$ cat src/hw/rtl/pnc_pkg.sv
// ----------------------------------------------------------------------------
// pnc_pkg: shared definitions for the prefixed number converter
// Character codes, form codes, radix constants, item and result types, and
// the digit decoder used by the token logic.
// ----------------------------------------------------------------------------
package pnc_pkg;

  localparam int unsigned ChW     = 8;
  localparam int unsigned RadixW  = 6;
  localparam int unsigned ValueW  = 16;
  localparam int unsigned PosW    = 8;

  localparam logic [ChW-1:0] CharPercent = 8'h25;  // '%'
  localparam logic [ChW-1:0] CharHash    = 8'h23;  // '#'
  localparam logic [ChW-1:0] CharDollar  = 8'h24;  // '$'
  localparam logic [ChW-1:0] CharQuote   = 8'h27;  // single quote
  localparam logic [ChW-1:0] CharMinus   = 8'h2d;  // '-'
  localparam logic [ChW-1:0] CharZero    = 8'h30;  // '0'
  localparam logic [ChW-1:0] CharNine    = 8'h39;  // '9'
  localparam logic [ChW-1:0] CharLowA    = 8'h61;  // 'a'
  localparam logic [ChW-1:0] CharLowZ    = 8'h7a;  // 'z'
  localparam logic [ChW-1:0] CharUpA     = 8'h41;  // 'A'
  localparam logic [ChW-1:0] CharUpZ     = 8'h5a;  // 'Z'

  localparam logic [RadixW-1:0] RadixBin     = 6'd2;
  localparam logic [RadixW-1:0] RadixDec     = 6'd10;
  localparam logic [RadixW-1:0] RadixHex     = 6'd16;
  localparam logic [RadixW-1:0] DigitNone    = 6'd36;
  localparam logic [RadixW-1:0] DigitLetter  = 6'd10;
  localparam logic [RadixW-1:0] DefaultBaseRst = RadixDec;

  localparam logic [PosW-1:0] PosMax    = 8'd255;
  localparam logic [PosW-1:0] PosQuoted = 8'd3;

  localparam logic [1:0] FormPlain    = 2'd0;
  localparam logic [1:0] FormPrefixed = 2'd1;
  localparam logic [1:0] FormQuoted   = 2'd2;

  typedef struct packed {
    logic [ChW-1:0] ch;
    logic           last;
    logic           empty_token;
  } pnc_item_t;

  typedef struct packed {
    logic [ValueW-1:0] value;
    logic              ok;
  } pnc_result_t;

  // Digit value 0..35, or DigitNone when the character is no digit.
  function automatic logic [RadixW-1:0] digit_value(input logic [ChW-1:0] ch);
    logic [ChW-1:0] diff;
    diff = '0;
    if (ch >= CharZero && ch <= CharNine) begin
      diff = ch - CharZero;
      return diff[RadixW-1:0];
    end else if (ch >= CharLowA && ch <= CharLowZ) begin
      diff = ch - CharLowA;
      return diff[RadixW-1:0] + DigitLetter;
    end else if (ch >= CharUpA && ch <= CharUpZ) begin
      diff = ch - CharUpA;
      return diff[RadixW-1:0] + DigitLetter;
    end
    return DigitNone;
  endfunction

endpackage

$ cat src/hw/rtl/pnc_in_if.sv
// ----------------------------------------------------------------------------
// pnc_in_if: character item channel
// Valid/ready channel that carries one character of a token per item.
// ----------------------------------------------------------------------------
interface pnc_in_if;
  logic                    valid;
  logic                    ready;
  logic [pnc_pkg::ChW-1:0] ch;
  logic                    last;
  logic                    empty_token;

  modport source (output valid, output ch, output last, output empty_token,
                  input ready);
  modport sink   (input valid, input ch, input last, input empty_token,
                  output ready);
endinterface

$ cat src/hw/rtl/pnc_out_if.sv
// ----------------------------------------------------------------------------
// pnc_out_if: result item channel
// Valid/ready channel that carries one converted value and its ok flag.
// ----------------------------------------------------------------------------
interface pnc_out_if;
  logic                       valid;
  logic                       ready;
  logic [pnc_pkg::ValueW-1:0] value;
  logic                       ok;

  modport source (output valid, output value, output ok, input ready);
  modport sink   (input valid, input value, input ok, output ready);
endinterface

$ cat src/hw/rtl/prefixed_number_converter_top.sv
// ----------------------------------------------------------------------------
// prefixed_number_converter_top: token to cell value converter
// Converts a token of number characters, given one character per item, into
// a cell value with an ok flag, in the style of a Forth number parser.
// ----------------------------------------------------------------------------
// The block takes one character item per clock cycle while the result
// register can move, and gives one result item after the final character of
// a token has passed the input register and then the result register. The
// rate of one character per cycle is set by the multiply-add that folds each
// digit into the accumulator, accumulator * radix + digit, which is
// combinational between the input register and the result register. A token
// may be a quoted character ('c'), a prefixed number (% binary, # decimal,
// $ hexadecimal, optionally followed by one '-'), a negative number with a
// leading '-', or plain digits in the radix held in the default_base
// register. Digits 0-9 and letters in either case are valid below the radix.
// The accumulator is CELL_BITS wide and wraps; a negative token gives the
// two's complement of it, and the result carries its low 16 bits. An invalid
// token, or an item marked as an empty token, gives ok low and value zero.
// The radix register is sampled at the first character of each token, so it
// should be written only between tokens. The result register decouples the
// two sides only in part: a new character can still enter an empty input
// register while a finished result waits to be taken.
// ----------------------------------------------------------------------------
module prefixed_number_converter_top #(
  parameter int unsigned CELL_BITS = 16
) (
  input  logic                         clk_i,
  input  logic                         rst_ni,
  input  logic                         cfg_we_i,
  input  logic [pnc_pkg::RadixW-1:0]   cfg_wdata_i,
  pnc_in_if.sink                       in_i,
  pnc_out_if.source                    out_o
);
  import pnc_pkg::*;

  logic [RadixW-1:0] default_base_q;
  pnc_item_t         in_item;
  pnc_item_t         cur_item;
  logic              in_valid_q;
  logic              advance;
  logic              step;
  logic              res_valid;
  pnc_result_t       res;
  pnc_result_t       out_res;

  // Radix for tokens that carry no prefix.
  always_ff @(posedge clk_i or negedge rst_ni) begin
    if (!rst_ni) begin
      default_base_q <= DefaultBaseRst;
    end else if (cfg_we_i) begin
      default_base_q <= cfg_wdata_i;
    end
  end

  assign in_item.ch          = in_i.ch;
  assign in_item.last        = in_i.last;
  assign in_item.empty_token = in_i.empty_token;

  pnc_in_reg u_in_reg (
    .clk_i     (clk_i),
    .rst_ni    (rst_ni),
    .valid_i   (in_i.valid),
    .ready_o   (in_i.ready),
    .item_i    (in_item),
    .advance_i (advance),
    .valid_o   (in_valid_q),
    .item_o    (cur_item)
  );

  // A held character is processed whenever the result register can move.
  assign step = in_valid_q && advance;

  pnc_token_core #(
    .CELL_BITS (CELL_BITS)
  ) u_token_core (
    .clk_i          (clk_i),
    .rst_ni         (rst_ni),
    .step_i         (step),
    .item_i         (cur_item),
    .default_base_i (default_base_q),
    .res_valid_o    (res_valid),
    .res_o          (res)
  );

  pnc_out_reg u_out_reg (
    .clk_i       (clk_i),
    .rst_ni      (rst_ni),
    .ready_i     (out_o.ready),
    .valid_o     (out_o.valid),
    .res_o       (out_res),
    .res_valid_i (res_valid),
    .res_i       (res),
    .advance_o   (advance)
  );

  assign out_o.value = out_res.value;
  assign out_o.ok    = out_res.ok;

  // A rejected token always reports a zero value.
  a_invalid_zero : assert property (@(posedge clk_i) disable iff (!rst_ni)
    out_o.valid && !out_o.ok |-> out_o.value == '0)
    else $error("invalid result with nonzero value");

  // An accepted character is held in the input register in the next cycle.
  a_in_capture : assert property (@(posedge clk_i) disable iff (!rst_ni)
    in_i.valid && in_i.ready |=> in_valid_q)
    else $error("accepted item not captured");

  // A full input register behind a stalled result blocks new characters.
  a_backpressure : assert property (@(posedge clk_i) disable iff (!rst_ni)
    in_valid_q && out_o.valid && !out_o.ready |-> !in_i.ready)
    else $error("input accepted while pipeline is stalled");

  // A result can only enter the output when a character was processed.
  a_result_source : assert property (@(posedge clk_i) disable iff (!rst_ni)
    !out_o.valid && !in_valid_q |=> !out_o.valid)
    else $error("result appeared without a processed item");
endmodule

$ cat src/hw/rtl/pnc_in_reg.sv
// ----------------------------------------------------------------------------
// pnc_in_reg: input register
// Holds one accepted character item until the token logic consumes it.
// ----------------------------------------------------------------------------
module pnc_in_reg (
  input  logic               clk_i,
  input  logic               rst_ni,
  input  logic               valid_i,
  output logic               ready_o,
  input  pnc_pkg::pnc_item_t item_i,
  input  logic               advance_i,
  output logic               valid_o,
  output pnc_pkg::pnc_item_t item_o
);
  import pnc_pkg::*;

  logic      valid_q, valid_d;
  pnc_item_t item_q;
  logic      load;

  // The register frees up in the same cycle that its item moves on.
  assign ready_o = !valid_q || advance_i;
  assign load    = valid_i && ready_o;

  always_comb begin
    valid_d = valid_q;
    if (advance_i) begin
      valid_d = 1'b0;
    end
    if (load) begin
      valid_d = 1'b1;
    end
  end

  always_ff @(posedge clk_i or negedge rst_ni) begin
    if (!rst_ni) begin
      valid_q <= 1'b0;
    end else begin
      valid_q <= valid_d;
    end
  end

  always_ff @(posedge clk_i) begin
    if (load) begin
      item_q <= item_i;
    end
  end

  assign valid_o = valid_q;
  assign item_o  = item_q;
endmodule

$ cat src/hw/rtl/pnc_token_core.sv
// ----------------------------------------------------------------------------
// pnc_token_core: per-character token logic
// Keeps the token state, folds in one character per step with a single
// multiply-add, and forms the result at the end of a token.
// ----------------------------------------------------------------------------
module pnc_token_core #(
  parameter int unsigned CELL_BITS = 16
) (
  input  logic                            clk_i,
  input  logic                            rst_ni,
  input  logic                            step_i,
  input  pnc_pkg::pnc_item_t              item_i,
  input  logic [pnc_pkg::RadixW-1:0]      default_base_i,
  output logic                            res_valid_o,
  output pnc_pkg::pnc_result_t            res_o
);
  import pnc_pkg::*;

  localparam int unsigned ProdW = CELL_BITS + RadixW;

  logic [PosW-1:0]      pos_q, pos_d;
  logic [RadixW-1:0]    radix_q, radix_d;
  logic [1:0]           form_q, form_d;
  logic                 neg_q, neg_d;
  logic                 err_q, err_d;
  logic                 seen_q, seen_d;
  logic [CELL_BITS-1:0] acc_q, acc_d;
  logic [ChW-1:0]       qc_q, qc_d;

  logic                 at_start;
  logic [RadixW-1:0]    digit;
  logic [RadixW-1:0]    radix_use;
  logic                 digit_ok;
  logic                 take;
  logic [ProdW-1:0]     prod;
  logic [CELL_BITS-1:0] mac;
  logic [CELL_BITS-1:0] cell_val;
  logic [CELL_BITS+ValueW-1:0] cell_ext;
  logic                 ends;
  logic                 ok;

  assign at_start = (pos_q == '0);
  assign digit    = digit_value(item_i.ch);

  // At the first character the radix comes from the prefix or the register.
  always_comb begin
    radix_use = radix_q;
    if (at_start) begin
      case (item_i.ch)
        CharPercent: radix_use = RadixBin;
        CharHash:    radix_use = RadixDec;
        CharDollar:  radix_use = RadixHex;
        default:     radix_use = default_base_i;
      endcase
    end
  end

  assign digit_ok = (digit < DigitNone) && (digit < radix_use);
  assign prod     = ProdW'(acc_q) * ProdW'(radix_use);
  assign mac      = prod[CELL_BITS-1:0] + CELL_BITS'(digit);
  assign ends     = step_i && (item_i.last || item_i.empty_token);

  always_comb begin
    pos_d   = pos_q;
    radix_d = radix_q;
    form_d  = form_q;
    neg_d   = neg_q;
    err_d   = err_q;
    seen_d  = seen_q;
    acc_d   = acc_q;
    qc_d    = qc_q;
    take    = 1'b0;

    if (at_start) begin
      radix_d = radix_use;
      case (item_i.ch)
        CharQuote:   form_d = FormQuoted;
        CharPercent: form_d = FormPrefixed;
        CharHash:    form_d = FormPrefixed;
        CharDollar:  form_d = FormPrefixed;
        default: begin
          form_d = FormPlain;
          if (item_i.ch == CharMinus) begin
            neg_d = 1'b1;
          end else begin
            take = 1'b1;
          end
        end
      endcase
    end else if (form_q == FormQuoted) begin
      if (pos_q == PosW'(1)) begin
        qc_d = item_i.ch;
      end else if (pos_q != PosW'(2) || item_i.ch != CharQuote) begin
        err_d = 1'b1;
      end
    end else if (item_i.ch == CharMinus) begin
      // A sign is allowed right after a prefix, once.
      if (pos_q == PosW'(1) && form_q == FormPrefixed && !neg_q) begin
        neg_d = 1'b1;
      end else begin
        err_d = 1'b1;
      end
    end else begin
      take = 1'b1;
    end

    if (take) begin
      if (digit_ok) begin
        acc_d  = mac;
        seen_d = 1'b1;
      end else begin
        err_d = 1'b1;
      end
    end

    if (pos_q != PosMax) begin
      pos_d = pos_q + PosW'(1);
    end
  end

  // Result of a token that ends with this character.
  always_comb begin
    cell_val = neg_d ? (CELL_BITS'(0) - acc_d) : acc_d;
    if (form_d == FormQuoted) begin
      ok       = !err_d && (pos_d == PosQuoted);
      cell_val = CELL_BITS'(qc_d);
    end else begin
      ok = !err_d && seen_d;
    end
    cell_ext = {{ValueW{1'b0}}, cell_val};
    if (item_i.empty_token || !ok) begin
      res_o.value = '0;
      res_o.ok    = 1'b0;
    end else begin
      res_o.value = cell_ext[ValueW-1:0];
      res_o.ok    = 1'b1;
    end
  end

  assign res_valid_o = ends;

  always_ff @(posedge clk_i or negedge rst_ni) begin
    if (!rst_ni) begin
      pos_q   <= '0;
      radix_q <= RadixDec;
      form_q  <= FormPlain;
      neg_q   <= 1'b0;
      err_q   <= 1'b0;
      seen_q  <= 1'b0;
      acc_q   <= '0;
      qc_q    <= '0;
    end else if (ends) begin
      pos_q   <= '0;
      radix_q <= RadixDec;
      form_q  <= FormPlain;
      neg_q   <= 1'b0;
      err_q   <= 1'b0;
      seen_q  <= 1'b0;
      acc_q   <= '0;
      qc_q    <= '0;
    end else if (step_i) begin
      pos_q   <= pos_d;
      radix_q <= radix_d;
      form_q  <= form_d;
      neg_q   <= neg_d;
      err_q   <= err_d;
      seen_q  <= seen_d;
      acc_q   <= acc_d;
      qc_q    <= qc_d;
    end
  end
endmodule

$ cat src/hw/rtl/pnc_out_reg.sv
// ----------------------------------------------------------------------------
// pnc_out_reg: result register
// Holds a finished result item until the sink takes it and tells the
// upstream stage when it may move on.
// ----------------------------------------------------------------------------
module pnc_out_reg (
  input  logic                 clk_i,
  input  logic                 rst_ni,
  input  logic                 ready_i,
  output logic                 valid_o,
  output pnc_pkg::pnc_result_t res_o,
  input  logic                 res_valid_i,
  input  pnc_pkg::pnc_result_t res_i,
  output logic                 advance_o
);
  import pnc_pkg::*;

  logic        valid_q, valid_d;
  pnc_result_t res_q;

  assign advance_o = !valid_q || ready_i;

  always_comb begin
    valid_d = valid_q;
    if (advance_o) begin
      valid_d = res_valid_i;
    end
  end

  always_ff @(posedge clk_i or negedge rst_ni) begin
    if (!rst_ni) begin
      valid_q <= 1'b0;
    end else begin
      valid_q <= valid_d;
    end
  end

  always_ff @(posedge clk_i) begin
    if (advance_o && res_valid_i) begin
      res_q <= res_i;
    end
  end

  assign valid_o = valid_q;
  assign res_o   = res_q;
endmodule

$ cat src/flat_wrapper.sv
// flat-port wrapper written by rule: the top's interface ports become plain ports
module prefixed_number_converter_top_flat import pnc_pkg::*;
#(
  parameter int unsigned CELL_BITS = 16
)
  (clk_i, rst_ni, cfg_we_i, cfg_wdata_i, in_i_valid, in_i_ch, in_i_last, in_i_empty_token, in_i_ready, out_o_valid, out_o_value, out_o_ok, out_o_ready);
  pnc_in_if in_i_i ();
  pnc_out_if out_o_i ();
  input  logic clk_i;
  input  logic rst_ni;
  input  logic cfg_we_i;
  input  logic [pnc_pkg::RadixW-1:0] cfg_wdata_i;
  input wire logic [$bits(in_i_i.valid)-1:0] in_i_valid;
  input wire logic [$bits(in_i_i.ch)-1:0] in_i_ch;
  input wire logic [$bits(in_i_i.last)-1:0] in_i_last;
  input wire logic [$bits(in_i_i.empty_token)-1:0] in_i_empty_token;
  output wire logic [$bits(in_i_i.ready)-1:0] in_i_ready;
  output wire logic [$bits(out_o_i.valid)-1:0] out_o_valid;
  output wire logic [$bits(out_o_i.value)-1:0] out_o_value;
  output wire logic [$bits(out_o_i.ok)-1:0] out_o_ok;
  input wire logic [$bits(out_o_i.ready)-1:0] out_o_ready;
  assign in_i_i.valid = in_i_valid;
  assign in_i_i.ch = in_i_ch;
  assign in_i_i.last = in_i_last;
  assign in_i_i.empty_token = in_i_empty_token;
  assign in_i_ready = in_i_i.ready;
  assign out_o_valid = out_o_i.valid;
  assign out_o_value = out_o_i.value;
  assign out_o_ok = out_o_i.ok;
  assign out_o_i.ready = out_o_ready;
  prefixed_number_converter_top #(.CELL_BITS(CELL_BITS)) u_core (.clk_i(clk_i), .rst_ni(rst_ni), .cfg_we_i(cfg_we_i), .cfg_wdata_i(cfg_wdata_i), .in_i(in_i_i), .out_o(out_o_i));
endmodule
$ cat config.mk
export PLATFORM = sky130hd
export DESIGN_NAME = prefixed_number_converter_top_flat
export DESIGN_NICKNAME = d
export VERILOG_FILES = /design/src/hw/rtl/pnc_pkg.sv /design/src/hw/rtl/pnc_in_if.sv /design/src/hw/rtl/pnc_out_if.sv /design/src/hw/rtl/prefixed_number_converter_top.sv /design/src/hw/rtl/pnc_in_reg.sv /design/src/hw/rtl/pnc_token_core.sv /design/src/hw/rtl/pnc_out_reg.sv /design/src/flat_wrapper.sv
export SDC_FILE = /design/constraint.sdc
export NUM_CORES = 1
export LEC_CHECK = 0
export ABC_AREA = 1
export BUFFER_PORTS_ARGS = -buffer_cell sky130_fd_sc_hd__buf_2
export CAP_MARGIN = 20
export CORE_MARGIN = 1.5
export CORE_UTILIZATION = 68
export DETAILED_ROUTE_END_ITERATION = 8
export PLACE_DENSITY = 0.87
export SLEW_MARGIN = 5
export SYNTH_ARGS = -nofsm -noshare
export SYNTH_HDL_FRONTEND = slang
export SYNTH_SLANG_ARGS = --single-unit
export TNS_END_PERCENT = 20
$ cat constraint.sdc
create_clock -name clk_i -period 15.5 [get_ports clk_i]
set_input_delay 4.65 -clock clk_i [delete_from_list [all_inputs] [get_ports clk_i]]
set_output_delay 4.65 -clock clk_i [all_outputs]
set_load 0.1 [all_outputs]
Word-level counts from Yosys, hierarchy flattened --
Index checks and enable logic that the tools add are counted.
Word-level totals: latch bits 0, memory bits (read-only) 0, input port bits 21, register bits after elaboration 78, memory bits (writable) 0, word-level logic and storage cells 137, memories 0
Operators by class: order comparisons 8, $add $sub $neg 8, reduce and logical (&&, ||, !) cells 30, div/mod/pow operators 0, eq/ne operators 13, bitwise gates (word level) 0, multiplexer cells 60, shift-type cells 0, $mul 1
Operators with widths (count):
- 16-bit 2-to-1 mux | 5
- 8-bit 2-to-1 mux | 9
- 6-bit 2-to-1 mux | 8
- 8-bit by 6-bit == test with 1-bit output (second input constant) | 5
- 1-bit 2-to-1 mux | 33
- 6-bit case mux with 3 select lines | 1
- 16-bit by 6-bit adder with 16-bit output | 1
- 8-bit by 7-bit >= comparator with 1-bit output (second input constant) | 2
- 8-bit by 7-bit <= comparator with 1-bit output (second input constant) | 2
- 16-bit by 6-bit multiplier with 16-bit output | 1
- 1-bit by 16-bit subtractor with 16-bit output (first input constant) | 1
- 6-bit by 4-bit adder with 6-bit output (second input constant) | 2
- 1-bit logical AND | 12
- 6-bit subtractor (second input constant) | 2
- 8-bit by 1-bit adder with 8-bit output (second input constant) | 1
- 8-bit by 1-bit == test with 1-bit output (second input constant) | 1
- 8-bit by 2-bit == test with 1-bit output (second input constant) | 1
- 8-bit by 6-bit >= comparator with 1-bit output (second input constant) | 1
- 8-bit by 6-bit <= comparator with 1-bit output (second input constant) | 1
- 8-bit logical NOT | 1
- 8-bit by 2-bit inequality test with 1-bit output (second input constant) | 1
- 8-bit by 6-bit inequality test with 1-bit output (second input constant) | 1
- 8-bit inequality test (second input constant) | 1
- 6-bit less-than comparator | 1
- other kinds (13) | 26

Logic depth before layout (Yosys ltp) --
Gate-level depths: netlist of the first run.
depth after elaboration 16, mapped depth 38, mapped depth without buffers 36

Hierarchy --
Synthesis of the first run repeated with hierarchy kept, for this count alone.
Second synthesis, totals: cell total of the unflattened synthesis 917, area total of the unflattened synthesis 7120.6 µm²
By module, submodules not included:
- pnc_token_core | cells each 851, instances 1, seq. area each 1078.5 µm², area each 5988.2 µm²
- pnc_out_reg | cells each 23, instances 1, seq. area each 535.5 µm², area each 555.5 µm²
- pnc_in_reg | cells each 16, instances 1, seq. area each 325.3 µm², area each 345.3 µm²
- prefixed_number_converter_top | cells each 27, instances 1, seq. area each 152.6 µm², area each 231.5 µm²

Worst setup path before layout of the first run --
Ideal clock, no wire load.
kind input to output, start point input port out_o_ready, end point output port in_i_ready, arrival 5.458 ns, setup slack 5.392 ns, cell stages on the path 2, buffers on the path 0, data required time 10.850 ns, path through inv_1 -> nand3_1
On the way: cells in the longest elaborated chain, start to end 2
Ends and longest elaborated chain:
- from (decl) | line flat_wrapper.sv:21 | input wire logic [$bits(out_o_i.ready)-1:0] out_o_ready;
- 1-bit logical OR | line pnc_out_reg.sv:21 | assign advance_o = !valid_q || ready_i;
- 1-bit logical OR | line pnc_in_reg.sv:22 | assign ready_o = !valid_q || advance_i;
- to (decl) | line flat_wrapper.sv:17 | output wire logic [$bits(in_i_i.ready)-1:0] in_i_ready;
No other way between the ends.

Worst setup path after layout of the first run --
Ends and elaborated chain as after synthesis.

==> results.cfg, run 1 <==
[outcome]
status = finished, final reports clean

[worst_setup_path]
cp_slowest_stage_delay_ps = 440
path_cells = buf_2 > inv_1 > nand3_1 > buf_2
rrSetupSlack_ps = 8430
path_class = in -> out
cp.arrival_ps = 5300
critPathCaptureType = output pin
crit_required_ps = 10850
crit_path_top_delay_cell = buf_2
worstPathMaxFanout = 3
cp.buffers_inverters = 3
cpLargestDelayFamily = buffers and inverters
start_kind = primary input
crit_top_cell = buf_2

[timing]
worst_slew_pin_slew_ps = 727.7
period_minus_slack_ps = 9953
clock_skew_ps = 7.651
tns_ps = 0
slew_headroom_pct = 51.35
grt_setup_unrepaired = false
hold_violations = 0
hold_ws_ps = 515.7
setup_viol = 0
timing.final.crit_share_pct = 64.21
drv_slew = 0
fmax_mhz = 100.5

[synthesis]
yosys_warnings = 0
synthTopCellsByArea = dfrtp_1 (16%), fa_1 (13%), edfxtp_1 (11%)
postSynthAreaPerCell_um2 = 8.032
synth_edf_count = 27
async_flop_share_pct = 65.38
syn-num-nets = 1030
synthCells = 911
ys_ff_latch = 78
ys.flop_type = dfrtp_1
ys_seq_area_share_pct = 28.59
yosysTopAreaCell = dfrtp_1
synth_top_cell_area_share_pct = 16.07
synth_cell_type_count = 49
synth_area_mm2 = 0.007317

[final_layout]
syn2layout_area_growth_pct = 6.960
drive_gt1_share_pct = 13.71
final_cells = 1084
n_antenna_cell = 0
final_nets = 1062

[place]
dpl.hpwl_mm = 12.43
gp_congestion = 0.8795
dpl.cell_count = 1068
portBuffers = 39

[job]
drv_cap = 0

[clock_tree]
cts_buffer_depth = 2
post_cts_resized = 0
hold_buffers = 0
htreeDepth = 3
post_cts_buffers = 0
cts_tree = built
clock-sinks = 78
clock_latency_ps = 360
cts.clk_slew.worst_paths_ps = 80
clockRootBuffer = clkbuf_8
cts_buffers = 9

[global_route]
grt_use_total_pct = 31.63
grt_pass1_vias = 5843
gr-total-overflow = 0
grt_max_degree = 52
grt_pass1_wl_mm = 28.23
antenna_found_initial = 0

[drt]
wl_mm = 16.43
firstDrtPassIters = 6
via_count = 6220
drc = 0
ant_nets = 0
drtIter0Drc = 675
viasPerCell = 5.738
routedWlPerCell_um = 15.16

[pwr]
vdd_drop_max_mv = 0.06759
p_total_uw = 841.2
power.density_mw_per_mm2 = 107.5
p_leak_nw = 3.985

[floorplan]
fp.dieH_um = 106.7
initial_utilization_pct = 70.56
ioPinCount = 40
rows = 37
dieArea_mm2 = 0.01139
core_mm2 = 0.01037
die_w_um = 106.7

[worst_hold_path]
hp-class = reg -> reg
-- stage by stage --
stage / cell area [um^2] / setup WS (ps) / utilization [%]
2_1_floorplan: 7317 / 5392 / -
3_3_place_gp: 7589 / 5571 / 73.18
3_5_place_dp: 7589 / 5550 / 73.18
4_1_cts: 7826 / 5548 / 75.47
5_1_grt: 7826 / 5485 / 75.47
6_report: 7826 / 5547 / 75.47
-- cell type report --
cell class,instances,area [um^2]
well taps,136,170.2
clock inverters,6,110.1
fillers,758,2544
clock buffers,10,127.6
multi-input cells,663,4533
inverters,146,553.0
flip-flops and latches,78,2092
repair buffers,45,240.2
-- Yosys cell counts (2+ instances only) --
cell type    n
edfxtp_1    27
nor4_1       3
xnor2_1     11
a21oi_1     40
nor2_2       3
clkinv_1     2
inv_4        2
o21ai_1      4
inv_2        8
a31oi_1      2
nand2_4      3
nand4_4      2
xor2_1      18
nor2_1     105
buf_2        3
nor2_4       4
dfstp_2      4
nor3_1      13
a21o_1       2
nand3_4      2
nand3_1     46
dfrtp_1     47
inv_1      134
ha_1        50
mux2_2       5
nand2_2     16
nand3_2      4
o22ai_1     34
fa_1        48
a22o_1       2
o21ai_2      7
nand4_1     10
o21ai_4      4
or2_2        6
buf_6        6
nand2_1    183
clkbuf_1    14
o21ai_0     26
-- worst paths after layout --
kind	start	end	cells after the start
hold / removal	u_core.default_base_q[4]	u_core.default_base_q[4]	1
max in group asynchronous	rst_ni	u_core.default_base_q[0]	2
min in group asynchronous	rst_ni	u_core.u_token_core.pos_q[6]	2
setup / recovery	out_o_ready	in_i_ready	4
hold reg to reg	u_core.default_base_q[4]	u_core.default_base_q[4]	1
setup reg to reg	u_core.u_in_reg.item_o[6]	u_core.u_out_reg.res_o[14]	35
-- report_power, final --
group          internal [mW]  switching (mW)
registers              0.232          0.0120
logic                  0.121           0.294
clock network          0.107          0.0759
total                  0.460           0.382
-- metal layers --
layer	track usage [%]	part of all wire, %	vias to the layer above
met3	5.532	9.1	36
met1	46.01	44	2883
li1	-	-	3001
met5	0	0	-
met2	48.86	45	300
met4	8.952	1.8	0
-- state kept, by name (all words and copies together), names as in the netlist --
register and count:
u_core.u_token_core.acc_q 16, u_core.u_token_core.radix_q 6, u_core.u_out_reg.valid_o 1, u_core.u_in_reg.item_o 10
u_core.u_token_core.form_q 2, u_core.u_token_core.pos_q 8, u_core.u_in_reg.valid_o 1, u_core.u_token_core.qc_q 8
u_core.u_token_core.err_q 1, u_core.u_token_core.seen_q 1, u_core.u_token_core.neg_q 1, u_core.u_out_reg.res_o 17
u_core.default_base_q 6
-- cell families after synthesis --
kind of cell / Yosys count / synth area share (%)
AO/OA/AOI/OAI: 129 / 10.93
XOR/XNOR: 29 / 3.471
adder cells (fa/ha/maj): 98 / 21.68
buffers and inverters: 170 / 9.456
flip-flops: 78 / 28.59
multiplexers: 5 / 0.7694
AND/OR/NAND/NOR: 402 / 25.10
-- cell usage in the layout, fill, tap and decap left out, drive strengths merged, types with 18 or more instances in the layout --
cell type	Yosys	layout
o21ai	41	41
buf	10	45
inv	144	144
dfrtp	47	47
nand3	52	52
edfxtp	27	27
ha	50	50
fa	48	48
a21oi	40	40
nor2	113	113
nand2	202	202
xor2	18	18
o22ai	34	34
Note: power is estimated with default switching activity, not from simulation.
==> run 2, diff against run 1 <==
--- a/config.mk
+++ b/config.mk
@@ -9,9 +9,9 @@
 export BUFFER_PORTS_ARGS = -buffer_cell sky130_fd_sc_hd__buf_2
 export CAP_MARGIN = 20
 export CORE_MARGIN = 1.5
-export CORE_UTILIZATION = 68
+export CORE_UTILIZATION = 63
 export DETAILED_ROUTE_END_ITERATION = 8
-export PLACE_DENSITY = 0.87
+export PLACE_DENSITY = 0.82
 export SLEW_MARGIN = 5
 export SYNTH_ARGS = -nofsm -noshare
 export SYNTH_HDL_FRONTEND = slang
==> constraint.sdc (replaced) <==
create_clock -name clk_i -period 10.13 [get_ports clk_i]
set_input_delay 3.039 -clock clk_i [delete_from_list [all_inputs] [get_ports clk_i]]
set_output_delay 3.039 -clock clk_i [all_outputs]
set_load 0.1 [all_outputs]
==> run 2 against run 1 <==
Against the previous run: die area is 7.7% higher; design area rose by 0.93%; first-iteration DRC count decreased by 24%; critical path depth rose by 29; core utilization shrank 6.0 points; final cell count increased by 0.65%; sequential cell count unchanged; clock-buffer cell count unchanged; critical path type is now reg -> reg.
==> results.cfg, run 2 (synthesis gave the netlist of run 1 again) <==
[job]
drv_cap = 0

[final_layout]
fill_cells = 907
fin_area_mm2 = 0.007899
n_antenna_cell = 0
final_common_cell = nand2_1
final_nets = 1062
layout_common_cells = nand2_1 (183), inv_1 (134), nor2_1 (104)
drive_gt1_share_pct = 13.82
syn2layout_area_growth_pct = 7.951
utilization_pct = 69.47
largest_register_ffs = 17

[worst_setup_path]
path_class = reg -> reg
cp.arrival_ps = 6960
cpLargestDelayFamily = simple AND/OR/NAND/NOR gates
crit_required_ps = 10220
start_kind = register
critPathCaptureType = register
crit_path_top_delay_cell = fa_1
worstPathMaxFanout = 20
cp_slowest_stage_delay_ps = 540
crit_top_cell = nand2_1
cp.buffers_inverters = 6

[place]
dpl.hpwl_mm = 12.70
gp_congestion = 0.9361
placed_cell_area_mm2 = 0.007592
portBuffers = 39

[timing]
tns_ps = 0
timing.final.crit_share_pct = 67.87
clock_skew_ps = 5.416
slew_headroom_pct = 49.33
drv_slew = 0
hold_violations = 0
grt_setup_unrepaired = false
hold_ws_ps = 503.9
worst_slew_pin_slew_ps = 758.0
fmax_mhz = 145.5
period_minus_slack_ps = 6875
setup_viol = 0

[clock_tree]
cts_tree = built
post_cts_resized = 0
htreeDepth = 3
clock_latency_ps = 350
clock-sinks = 78
cts.clk_slew.worst_paths_ps = 60
cts_buffers = 9
clockRootBuffer = clkbuf_16
post_cts_buffers = 0
cts_buffer_depth = 2
hold_buffers = 0

[global_route]
gr-total-overflow = 0
grt_pass1_wl_mm = 29.29
grt_max_degree = 52
grt_use_total_pct = 29.51
antenna_found_initial = 0
grt_pass1_vias = 6040

[floorplan]
ioPinCount = 40
initial_utilization_pct = 64.36
die_w_um = 110.8
dieArea_mm2 = 0.01227
rows = 39
core_mm2 = 0.01137
fp.dieH_um = 110.8

[drt]
routedWlPerCell_um = 15.62
drtIter0Drc = 514
ant_nets = 0
drc = 0
via_count = 6216
wl_mm = 17.05
firstDrtPassIters = 5
viasPerCell = 5.698

[outcome]
status = finished, final reports clean

[pwr]
p_leak_nw = 4.009
power.density_mw_per_mm2 = 167.4
vdd_drop_max_mv = 0.1565

[worst_hold_path]
hp-class = reg -> reg
## run 2: cell types whose count changed in the layout (fill, tap and decap cells not counted)
cell / previous run / this run
buf_4: 6 / 5
buf_8: 0 / 1
bufinv_16: 3 / 1
clkbuf_16: 0 / 9
clkbuf_8: 9 / 0
clkinv_2: 0 / 1
clkinv_4: 1 / 0
clkinvlp_4: 1 / 2
inv_6: 0 / 1
nor2_1: 105 / 104
nor2_2: 3 / 4
## run 2: layout make-up
cell class	count	area [um^2]	share of cell area, %
clock buffers	10	229.0	2.899
clock inverters	6	62.56	0.7920
inverters	146	553.0	7.001
multi-input cells	663	4536	57.42
flip-flops and latches	78	2092	26.49
well taps	143	178.9	2.265
repair buffers	45	247.7	3.136
## run 2: stage by stage
stage	cells	worst slack, ps	total power [mW]
final	1091	3255	1.323
after global routing	1091	2620	1.406
after CTS	1090	3284	1.319
after detailed placement	1074	3371	0.9932
after global placement	1074	3419	0.9786
after floorplan	911	3244	0.8659
## run 2: worst min-delay path: stages (launching register included)
cell and delay [ps]:
dfstp_2 370, nor2_1 90, a21oi_1 50
## run 2: metal layers
metal | global-route usage (%) | vias to the layer above | part of all wire (%)
li1 | - | 3006 | -
met2 | 48.77 | 207 | 49
met5 | 0 | - | 0
met4 | 7.949 | 0 | 1.8
met1 | 40.81 | 2974 | 43
met3 | 4.593 | 29 | 5.9
## run 2: power by group
group | internal [mW] | switching [mW] | total, mW | leakage (nW)
sequential | 0.356 | 0.0191 | 0.375 | 0.944
clock | 0.190 | 0.132 | 0.322 | 0.137
combinational | 0.184 | 0.441 | 0.625 | 2.93
total | 0.731 | 0.592 | 1.32 | 4.01
## run 2: final timing paths
path | slack (ps) | cells after the start | end | startpoint
min in group asynchronous | 2820 | 2 | u_core.default_base_q[4] | rst_ni
worst min register to register | 500 | 2 | u_core.u_token_core.radix_q[1] | u_core.u_token_core.radix_q[1]
worst max register to register | 3250 | 33 | u_core.u_out_reg.res_o[14] | u_core.u_token_core.pos_q[0]
max in group asynchronous | 6870 | 2 | u_core.u_token_core.pos_q[7] | rst_ni
worst max-delay path | 3250 | 33 | u_core.u_out_reg.res_o[14] | u_core.u_token_core.pos_q[0]
worst min-delay path | 500 | 2 | u_core.u_token_core.radix_q[1] | u_core.u_token_core.radix_q[1]
